`src/rtl/core/brd_pkg.sv`:
```
package brd_pkg;

    // Width of the output_limit register.
    localparam int LIMIT_W     = 24;
    // Width of the per-stream byte counter.
    localparam int COUNT_WIDTH = 24;
    // Effective limit needs one more bit: it may equal 2^COUNT_WIDTH.
    localparam int EFF_W       = COUNT_WIDTH + 1;

    localparam int VALUE_W     = 8;
    localparam int RUN_W       = 7;

    // Field sizes of the token syntax.
    localparam logic [3:0] RCOUNT_BITS = 4'd7;
    localparam logic [3:0] FIELD_BITS  = 4'd8;

    // Run queue between parser and output stage.
    localparam int QUEUE_DEPTH = 2;
    localparam int QPTR_W      = (QUEUE_DEPTH > 1) ? $clog2(QUEUE_DEPTH) : 1;
    localparam int QCNT_W      = $clog2(QUEUE_DEPTH + 1);

    localparam logic [LIMIT_W-1:0] LIMIT_RESET = LIMIT_W'(65536);

    typedef enum logic [2:0] {
        PH_FLAG   = 3'd0,
        PH_SKIP   = 3'd1,
        PH_RCOUNT = 3'd2,
        PH_RVALUE = 3'd3,
        PH_LCOUNT = 3'd4,
        PH_LBYTE  = 3'd5
    } t_phase;

    typedef struct packed {
        t_phase       phase;
        logic [3:0]   gathered;
        logic [7:0]   shift;
        logic [6:0]   pending;
        logic [7:0]   lits;
    } t_parse;

    // Parser state at reset and at the start of every stream.
    localparam t_parse PARSE_RESET = '{phase: PH_FLAG, default: '0};

    typedef struct packed {
        logic [VALUE_W-1:0] value;
        logic [RUN_W-1:0]   count;
        logic               last;
    } t_run;

    // Queue status seen by the front end.
    typedef struct packed {
        logic full;
        logic empty;
    } t_qstat;

    // Zero means 2^LIMIT_W; the result is also capped at 2^COUNT_WIDTH.
    function automatic logic [EFF_W-1:0] f_eff_limit(input logic [LIMIT_W-1:0] lim);
        logic [32:0] wide;
        logic [32:0] cap;
        wide = (lim == '0) ? (33'd1 << LIMIT_W) : 33'(lim);
        cap  = 33'd1 << COUNT_WIDTH;
        if (wide > cap) begin
            wide = cap;
        end
        return wide[EFF_W-1:0];
    endfunction

endpackage

```
`src/rtl/core/brd_if.sv`:
```
interface brd_in_if;
    import brd_pkg::*;
    logic               valid;
    logic               ready;
    logic [VALUE_W-1:0] byte_in;
    modport source (output valid, output byte_in, input ready);
    modport sink   (input valid, input byte_in, output ready);
endinterface

interface brd_out_if;
    import brd_pkg::*;
    logic               valid;
    logic               ready;
    logic [VALUE_W-1:0] value;
    logic [RUN_W-1:0]   repeat_count;
    logic               last_of_stream;
    modport source (output valid, output value, output repeat_count,
                    output last_of_stream, input ready);
    modport sink   (input valid, input value, input repeat_count,
                    input last_of_stream, output ready);
endinterface

interface brd_cfg_if;
    import brd_pkg::*;
    logic               valid;
    logic               ready;
    logic [LIMIT_W-1:0] output_limit;
    modport source (output valid, output output_limit, input ready);
    modport sink   (input valid, input output_limit, output ready);
endinterface

```
`src/rtl/core/bitpacked_rle_decoder.sv`:
```
// Bit-packed run-length decoder. Takes one compressed byte per cycle on i_in
// and emits run descriptors (value, repeat_count, last_of_stream) on o_out;
// a byte yields zero or one run. Sustained rate is one byte per cycle: the
// front end parses all eight bits of a byte through an unrolled bit chain and
// clips the run against the stream limit in the same cycle, so the only thing
// that throttles input is back-pressure, once the two-entry run queue and the
// output register are both full. A run is written into the run queue when its
// input byte is accepted, then moves on into the output register that drives
// o_out. Writing output_limit on i_cfg (always ready) also restarts the stream;
// write it only while the block is idle. A limit of zero means 2^24 bytes.
module bitpacked_rle_decoder (
    input  logic     i_clk,
    input  logic     i_rst_n,
    brd_in_if.sink   i_in,
    brd_cfg_if.sink  i_cfg,
    brd_out_if.source o_out
);
    import brd_pkg::*;

    // Front to queue
    logic   push;
    t_run   push_run;
    // Queue to back
    logic   pop;
    t_run   head_run;
    t_qstat qstat;

    // Front: token parser plus per-stream byte count and clipping.
    brd_front u_front (
        .i_clk   (i_clk),
        .i_rst_n (i_rst_n),
        .i_in    (i_in),
        .i_cfg   (i_cfg),
        .i_qstat (qstat),
        .o_push  (push),
        .o_run   (push_run)
    );

    // Short run queue decouples parsing from output stalls.
    brd_queue u_queue (
        .i_clk   (i_clk),
        .i_rst_n (i_rst_n),
        .i_push  (push),
        .i_run   (push_run),
        .i_pop   (pop),
        .o_run   (head_run),
        .o_qstat (qstat)
    );

    // Back: registered output stage.
    brd_back u_back (
        .i_clk   (i_clk),
        .i_rst_n (i_rst_n),
        .i_qstat (qstat),
        .i_run   (head_run),
        .o_pop   (pop),
        .o_out   (o_out)
    );

endmodule

```
`src/rtl/core/brd_front.sv`:
```
module brd_front (
    input  logic            i_clk,
    input  logic            i_rst_n,
    brd_in_if.sink          i_in,
    brd_cfg_if.sink         i_cfg,
    input  brd_pkg::t_qstat i_qstat,
    output logic            o_push,
    output brd_pkg::t_run   o_run
);
    import brd_pkg::*;

    t_parse                 r_ps, n_ps;
    logic [COUNT_WIDTH-1:0] r_produced, n_produced;
    logic [EFF_W-1:0]       r_eff_limit;

    t_parse             ps_end;
    logic               found;
    logic [VALUE_W-1:0] run_value;
    logic [RUN_W-1:0]   run_count;
    logic [EFF_W-1:0]   remaining;
    logic               ended;
    logic               accept;

    assign i_in.ready  = !i_qstat.full;
    assign i_cfg.ready = 1'b1;
    assign accept      = i_in.valid && i_in.ready;

    // Unrolled bit chain: eight MSB-first steps of the token parser.
    always_comb begin : p_parse
        t_parse     st;
        logic       b;
        logic [7:0] sh_n;
        logic [3:0] g_n;
        st        = r_ps;
        found     = 1'b0;
        run_value = '0;
        run_count = '0;
        for (int i = 7; i >= 0; i--) begin
            b    = i_in.byte_in[i];
            sh_n = {st.shift[6:0], b};
            g_n  = st.gathered + 4'd1;
            case (st.phase)
                PH_FLAG: begin
                    st.phase    = b ? PH_SKIP : PH_LCOUNT;
                    st.gathered = '0;
                    st.shift    = '0;
                end
                PH_SKIP: begin
                    st.phase    = PH_RCOUNT;
                    st.gathered = '0;
                    st.shift    = '0;
                end
                PH_RCOUNT: begin
                    if (g_n >= RCOUNT_BITS) begin
                        st.pending  = sh_n[6:0];
                        st.phase    = PH_RVALUE;
                        st.gathered = '0;
                        st.shift    = '0;
                    end else begin
                        st.shift    = sh_n;
                        st.gathered = g_n;
                    end
                end
                PH_RVALUE: begin
                    if (g_n >= FIELD_BITS) begin
                        if (!found && st.pending != '0) begin
                            found     = 1'b1;
                            run_value = sh_n;
                            run_count = st.pending;
                        end
                        st.phase    = PH_FLAG;
                        st.gathered = '0;
                        st.shift    = '0;
                    end else begin
                        st.shift    = sh_n;
                        st.gathered = g_n;
                    end
                end
                PH_LCOUNT: begin
                    if (g_n >= FIELD_BITS) begin
                        st.lits     = sh_n;
                        st.phase    = (sh_n != '0) ? PH_LBYTE : PH_FLAG;
                        st.gathered = '0;
                        st.shift    = '0;
                    end else begin
                        st.shift    = sh_n;
                        st.gathered = g_n;
                    end
                end
                PH_LBYTE: begin
                    if (g_n >= FIELD_BITS) begin
                        if (!found) begin
                            found     = 1'b1;
                            run_value = sh_n;
                            run_count = RUN_W'(1);
                        end
                        st.lits     = st.lits - 8'd1;
                        st.phase    = (st.lits != '0) ? PH_LBYTE : PH_FLAG;
                        st.gathered = '0;
                        st.shift    = '0;
                    end else begin
                        st.shift    = sh_n;
                        st.gathered = g_n;
                    end
                end
                default: begin
                    st.phase    = PH_FLAG;
                    st.gathered = '0;
                    st.shift    = '0;
                end
            endcase
        end
        ps_end = st;
    end

    // Clip against the stream limit; ending a stream drops the rest of the byte.
    assign remaining = r_eff_limit - EFF_W'(r_produced);
    assign ended     = found && (EFF_W'(run_count) >= remaining);

    assign o_push        = accept && found;
    assign o_run.value   = run_value;
    assign o_run.count   = ended ? remaining[RUN_W-1:0] : run_count;
    assign o_run.last    = ended;

    always_comb begin
        n_ps       = r_ps;
        n_produced = r_produced;
        if (i_cfg.valid) begin
            n_ps       = PARSE_RESET;
            n_produced = '0;
        end else if (accept) begin
            if (ended) begin
                n_ps       = PARSE_RESET;
                n_produced = '0;
            end else begin
                n_ps       = ps_end;
                n_produced = r_produced + (found ? COUNT_WIDTH'(run_count) : '0);
            end
        end
    end

    always_ff @(posedge i_clk) begin
        if (!i_rst_n) begin
            r_ps        <= PARSE_RESET;
            r_produced  <= '0;
            r_eff_limit <= f_eff_limit(LIMIT_RESET);
        end else begin
            r_ps       <= n_ps;
            r_produced <= n_produced;
            if (i_cfg.valid) begin
                r_eff_limit <= f_eff_limit(i_cfg.output_limit);
            end
        end
    end

endmodule

```
`src/rtl/core/brd_queue.sv`:
```
module brd_queue (
    input  logic             i_clk,
    input  logic             i_rst_n,
    input  logic             i_push,
    input  brd_pkg::t_run    i_run,
    input  logic             i_pop,
    output brd_pkg::t_run    o_run,
    output brd_pkg::t_qstat  o_qstat
);
    import brd_pkg::*;

    t_run              r_mem [QUEUE_DEPTH];
    logic [QPTR_W-1:0] r_wr_ptr, n_wr_ptr;
    logic [QPTR_W-1:0] r_rd_ptr, n_rd_ptr;
    logic [QCNT_W-1:0] r_count,  n_count;
    logic              do_push, do_pop;

    assign o_qstat.full  = (r_count == QCNT_W'(QUEUE_DEPTH));
    assign o_qstat.empty = (r_count == '0);
    assign o_run         = r_mem[r_rd_ptr];

    assign do_push = i_push && !o_qstat.full;
    assign do_pop  = i_pop && !o_qstat.empty;

    always_comb begin
        n_wr_ptr = r_wr_ptr;
        n_rd_ptr = r_rd_ptr;
        n_count  = r_count;
        if (do_push) begin
            n_wr_ptr = (r_wr_ptr == QPTR_W'(QUEUE_DEPTH - 1)) ? '0 : r_wr_ptr + QPTR_W'(1);
        end
        if (do_pop) begin
            n_rd_ptr = (r_rd_ptr == QPTR_W'(QUEUE_DEPTH - 1)) ? '0 : r_rd_ptr + QPTR_W'(1);
        end
        case ({do_push, do_pop})
            2'b10:   n_count = r_count + QCNT_W'(1);
            2'b01:   n_count = r_count - QCNT_W'(1);
            default: n_count = r_count;
        endcase
    end

    always_ff @(posedge i_clk) begin
        if (do_push) begin
            r_mem[r_wr_ptr] <= i_run;
        end
    end

    always_ff @(posedge i_clk) begin
        if (!i_rst_n) begin
            r_wr_ptr <= '0;
            r_rd_ptr <= '0;
            r_count  <= '0;
        end else begin
            r_wr_ptr <= n_wr_ptr;
            r_rd_ptr <= n_rd_ptr;
            r_count  <= n_count;
        end
    end

endmodule

```
`src/rtl/core/brd_back.sv`:
```
module brd_back (
    input  logic            i_clk,
    input  logic            i_rst_n,
    input  brd_pkg::t_qstat i_qstat,
    input  brd_pkg::t_run   i_run,
    output logic            o_pop,
    brd_out_if.source       o_out
);
    import brd_pkg::*;

    logic r_valid, n_valid;
    t_run r_run;

    // Refill the output register whenever it is empty or being drained.
    assign o_pop   = !i_qstat.empty && (!r_valid || o_out.ready);
    assign n_valid = o_pop ? 1'b1 : (r_valid && !o_out.ready);

    always_ff @(posedge i_clk) begin
        if (!i_rst_n) begin
            r_valid <= 1'b0;
        end else begin
            r_valid <= n_valid;
        end
    end

    always_ff @(posedge i_clk) begin
        if (o_pop) begin
            r_run <= i_run;
        end
    end

    assign o_out.valid          = r_valid;
    assign o_out.value          = r_run.value;
    assign o_out.repeat_count   = r_run.count;
    assign o_out.last_of_stream = r_run.last;

endmodule

```
`src/flat_wrapper.sv`:
```
// flat-port wrapper written by rule: the top's interface ports become plain ports
module bitpacked_rle_decoder_flat import brd_pkg::*;
  (i_clk, i_rst_n, i_in_valid, i_in_byte_in, i_in_ready, i_cfg_valid, i_cfg_output_limit, i_cfg_ready, o_out_valid, o_out_value, o_out_repeat_count, o_out_last_of_stream, o_out_ready);
  brd_in_if i_in_i ();
  brd_cfg_if i_cfg_i ();
  brd_out_if o_out_i ();
  input  logic i_clk;
  input  logic i_rst_n;
  input wire logic [$bits(i_in_i.valid)-1:0] i_in_valid;
  input wire logic [$bits(i_in_i.byte_in)-1:0] i_in_byte_in;
  output wire logic [$bits(i_in_i.ready)-1:0] i_in_ready;
  input wire logic [$bits(i_cfg_i.valid)-1:0] i_cfg_valid;
  input wire logic [$bits(i_cfg_i.output_limit)-1:0] i_cfg_output_limit;
  output wire logic [$bits(i_cfg_i.ready)-1:0] i_cfg_ready;
  output wire logic [$bits(o_out_i.valid)-1:0] o_out_valid;
  output wire logic [$bits(o_out_i.value)-1:0] o_out_value;
  output wire logic [$bits(o_out_i.repeat_count)-1:0] o_out_repeat_count;
  output wire logic [$bits(o_out_i.last_of_stream)-1:0] o_out_last_of_stream;
  input wire logic [$bits(o_out_i.ready)-1:0] o_out_ready;
  assign i_in_i.valid = i_in_valid;
  assign i_in_i.byte_in = i_in_byte_in;
  assign i_in_ready = i_in_i.ready;
  assign i_cfg_i.valid = i_cfg_valid;
  assign i_cfg_i.output_limit = i_cfg_output_limit;
  assign i_cfg_ready = i_cfg_i.ready;
  assign o_out_valid = o_out_i.valid;
  assign o_out_value = o_out_i.value;
  assign o_out_repeat_count = o_out_i.repeat_count;
  assign o_out_last_of_stream = o_out_i.last_of_stream;
  assign o_out_i.ready = o_out_ready;
  bitpacked_rle_decoder u_core (.i_clk(i_clk), .i_rst_n(i_rst_n), .i_in(i_in_i), .i_cfg(i_cfg_i), .o_out(o_out_i));
endmodule
```
`config.mk`:
```
export PLATFORM = sky130hd
export DESIGN_NAME = bitpacked_rle_decoder_flat
export DESIGN_NICKNAME = d
export VERILOG_FILES = /design/src/rtl/core/brd_pkg.sv /design/src/rtl/core/brd_if.sv /design/src/rtl/core/bitpacked_rle_decoder.sv /design/src/rtl/core/brd_front.sv /design/src/rtl/core/brd_queue.sv /design/src/rtl/core/brd_back.sv /design/src/flat_wrapper.sv
export SDC_FILE = /design/constraint.sdc
export NUM_CORES = 1
export LEC_CHECK = 0
export BUFFER_PORTS_ARGS = -buffer_cell sky130_fd_sc_hd__buf_2
export CAP_MARGIN = 5
export CORE_MARGIN = 8
export CORE_UTILIZATION = 50
export DETAILED_ROUTE_END_ITERATION = 7
export PLACE_DENSITY = 0.65
export SETUP_SLACK_MARGIN = 0.4
export SKIP_CTS_REPAIR_TIMING = 1
export SLEW_MARGIN = 5
export SYNTH_ARGS = -nofsm -noshare
export SYNTH_HDL_FRONTEND = slang
export SYNTH_SLANG_ARGS = --single-unit
```
`constraint.sdc`:
```
create_clock -name i_clk -period 34.6 [get_ports i_clk]
set_clock_uncertainty 0.15 [all_clocks]
set_input_delay 1.73 -clock i_clk [delete_from_list [all_inputs] [get_ports i_clk]]
set_output_delay 1.73 -clock i_clk [all_outputs]
set_load 0.01 [all_outputs]
```
==> impl_results.md <==
* Critical-path top delay cell: a21oi_1
* # clock sinks at 131
* Io pins at 56
* Fin nets at 2051
* Synth Area in Adders at 6.15%
* Layout cells sized above 1 at 12.4%
* First-pass GRT wire length at 82400 um
* Post-synthesis register bit count at 131
* Worst setup path start: u_core.u_front.r_ps[25]
* Fmax at 0.0608 GHz
* Status: completed
* Port Buffers at 54
* Synth top area share at 11.0%
* CP top delay family: compound AO/OA/AOI/OAI gates
* Clk buf depth at 2
* Core area at 29700 um^2
* Max Slew Vio Count at 0
* Drt pass-1 iters at 7
* Synthesized area at 15100 um^2
* Required @ worst endpoint at 34700 ps
* Initial Util at 50.8%
* # setup viols final at 0
* Diodes inserted at 0
* Critical path's largest stage delay at 770 ps
* Worst-path fanout max at 22
* Top_reg_cell synth: dfxtp_1
* Final WL at 52700 um
* Die Height at 190 um
* Fin Setup TNS at 0 ps
* Clock tree from TritonCTS: yes
* Mux cell area share after synthesis at 4.96%
* Compound-gate portion of the synthesized area at 31.5%
* Mapped Cells at 1951
* R2R depth at 70
* Largest family of logic cells by synthesized area: compound AO/OA/AOI/OAI gates
* CP bufs+invs at 2
* Crit path depth at 70
* WHS Path Cells at 2
* Clock latency on the worst-skew pair at 420 ps
* Post-synth EDFFs at 48
* Register area share after synthesis at 20.6%
* Vias in the first global route at 14700
* Die area at 36000 um^2
* Critical path endpoint category: flop
* DRT iter0 DRCs at 1994
* Post-Synth Simple-Gate Area at 27.1%
* Die W at 190 um
* Area Overhead vs Synth at 5.95%
* Fin crit period at 16440 ps
* Routability cong. at 0.993
* Final Hold Fails at 0
* Synth top cells by count: nand2_1 (191), nor2_1 (183), a21oi_1 (117)
* Via Count at 15800
* Slew @ Worst Pin at 1190 ps
* DRC Markers at 0
* Synth async-reset ratio at 0%
* XOR/XNOR Fraction of Synth Area at 3.30%
* Most used cell, CP: a21oi_1
* RSZ-0062 raised after global routing: no
* Area leader, netlist: dfxtp_1
* Routed len/inst at 22.5 um
* HPWL Detailed at 41000 um
* Syn_nets at 2061
* Number of antenna-violating nets in the routed design at 0
* Slew margin rel. at 20.5%
* GRT overflow at 0
* Reg-to-reg startpoint: u_core.u_front.r_ps[25]
* Hold Path Class: reg2reg
* Hold wc startpoint: u_core.u_front.r_produced[2]
* GRT Util Overall at 28.2%
* Most frequent cell after synthesis: nand2_1
* Arr. time, crit path at 16540 ps
* CTS Buf Count at 17
* Pin count of the biggest net entering global routing at 28
* Initial antenna violation count at 0
* Clock transition at path regs at 60 ps
* Max-cap violation count at 0
* Synth warn at 0
* Via density at 6.72
* CTS root buf: clkbuf_16
* Synth unique cells at 133
* Main area contributors after synthesis: dfxtp_1 (11%), edfxtp_1 (9.5%), ha_1 (5.9%)
* Num rows at 63
* Setup CP Type: reg2reg
* Crit share post-route at 47.5%
* Syn avg cell area at 7.74 um^2
* H-tree depth at 4
* CP Launch Type: flop
path summary, 6_finish.rpt:
path / slack (ps) / to
worst max-delay path: 18160 / u_core.u_front.r_ps[27]
worst min-delay path: 340 / u_core.u_front.r_produced[2]
worst max register to register: 18160 / u_core.u_front.r_ps[27]
worst min register to register: 340 / u_core.u_front.r_produced[2]
kinds of logic after synthesis:
group	Yosys count
xor gates and xnor gates	56
muxes	68
and+or+nand+nor	796
buffers and inverters	198
DFF	131
AOI/OAI and AO/OA	628
adders and majority gates	73
other	1
worst reg2reg max path: cells and delay by family (launching register included):
kind / cells / cell delay [ps]
AND/OR/NAND/NOR: 30 / 6120
XOR/XNOR: 2 / 870
multiplexers: 1 / 220
adder cells (fa/ha/maj): 7 / 1580
buffers and inverters: 2 / 250
AO/OA/AOI/OAI: 28 / 6750
flip-flops: 1 / 360
final cells by class:
| cell class | instances | area, um^2 |
|---|---|---|
| clock buffer | 18 | 429 |
| multi-input combinational | 1622 | 11000 |
| timing repair buffer | 73 | 413 |
| clock inverter | 14 | 170 |
| inverter | 96 | 360 |
| sequential | 131 | 3100 |
| tap | 390 | 488 |
| fill | 2840 | 13700 |
cells in the final DEF, fill, tap and decap left out, types with 17 or more instances in the layout:
master and count:
buf_2 54, mux2_2 35, and2_1 34, o21ai_1 18, edfxtp_1 48, mux2i_1 27, and3_1 26, inv_1 95
xnor2_1 44, nand2b_1 22, ha_1 71, nand4_1 25, o21ai_0 99, dfxtp_1 83, a22o_1 36, nor3_1 78
clkbuf_16 17, a31oi_1 25, nor4_1 32, nor2_1 182, nand3_1 79, or3_1 17, nand2_1 191, a21boi_0 18
a21o_1 27, o211ai_1 26, a21oi_1 117, buf_4 19
routing by layer:
metal | track usage, % | wire length (um) | share of wire (%)
met5 | 0 | 0 | 0
met4 | 8.78 | 1400 | 2.7
met3 | 4.01 | 4370 | 8.3
met2 | 42.5 | 22800 | 43
met1 | 40.7 | 24100 | 46
sequential cells by signal (all words and copies together) (netlist names):
name	cells
u_core.u_back.o_out.valid	1
u_core.u_queue.r_rd_ptr	1
u_core.u_queue.r_wr_ptr	1
u_core.u_front.r_eff_limit	25
u_core.u_queue.r_count	2
u_core.u_back.o_out.value	8
u_core.u_queue.r_mem	32
u_core.u_back.o_out.repeat_count	7
u_core.u_front.r_produced	24
u_core.u_front.r_ps	29
u_core.u_back.o_out.last_of_stream	1
stage by stage:
step	setup slack, ps	hold slack, ps	util (%)	cells	area (um^2)
4_1_cts	18570	339	53.8	2344	16000
3_3_place_gp	19080	318	51.8	2312	15400
6_report	18160	338	53.8	2344	16000
5_1_grt	16840	357	53.8	2344	16000
3_5_place_dp	18560	326	51.8	2312	15400
2_1_floorplan	20810	304	-	1951	15100
Power is left out: the tool's default activity adds up to more than one toggle a clock period on the data nets, which glitch-free logic cannot reach.
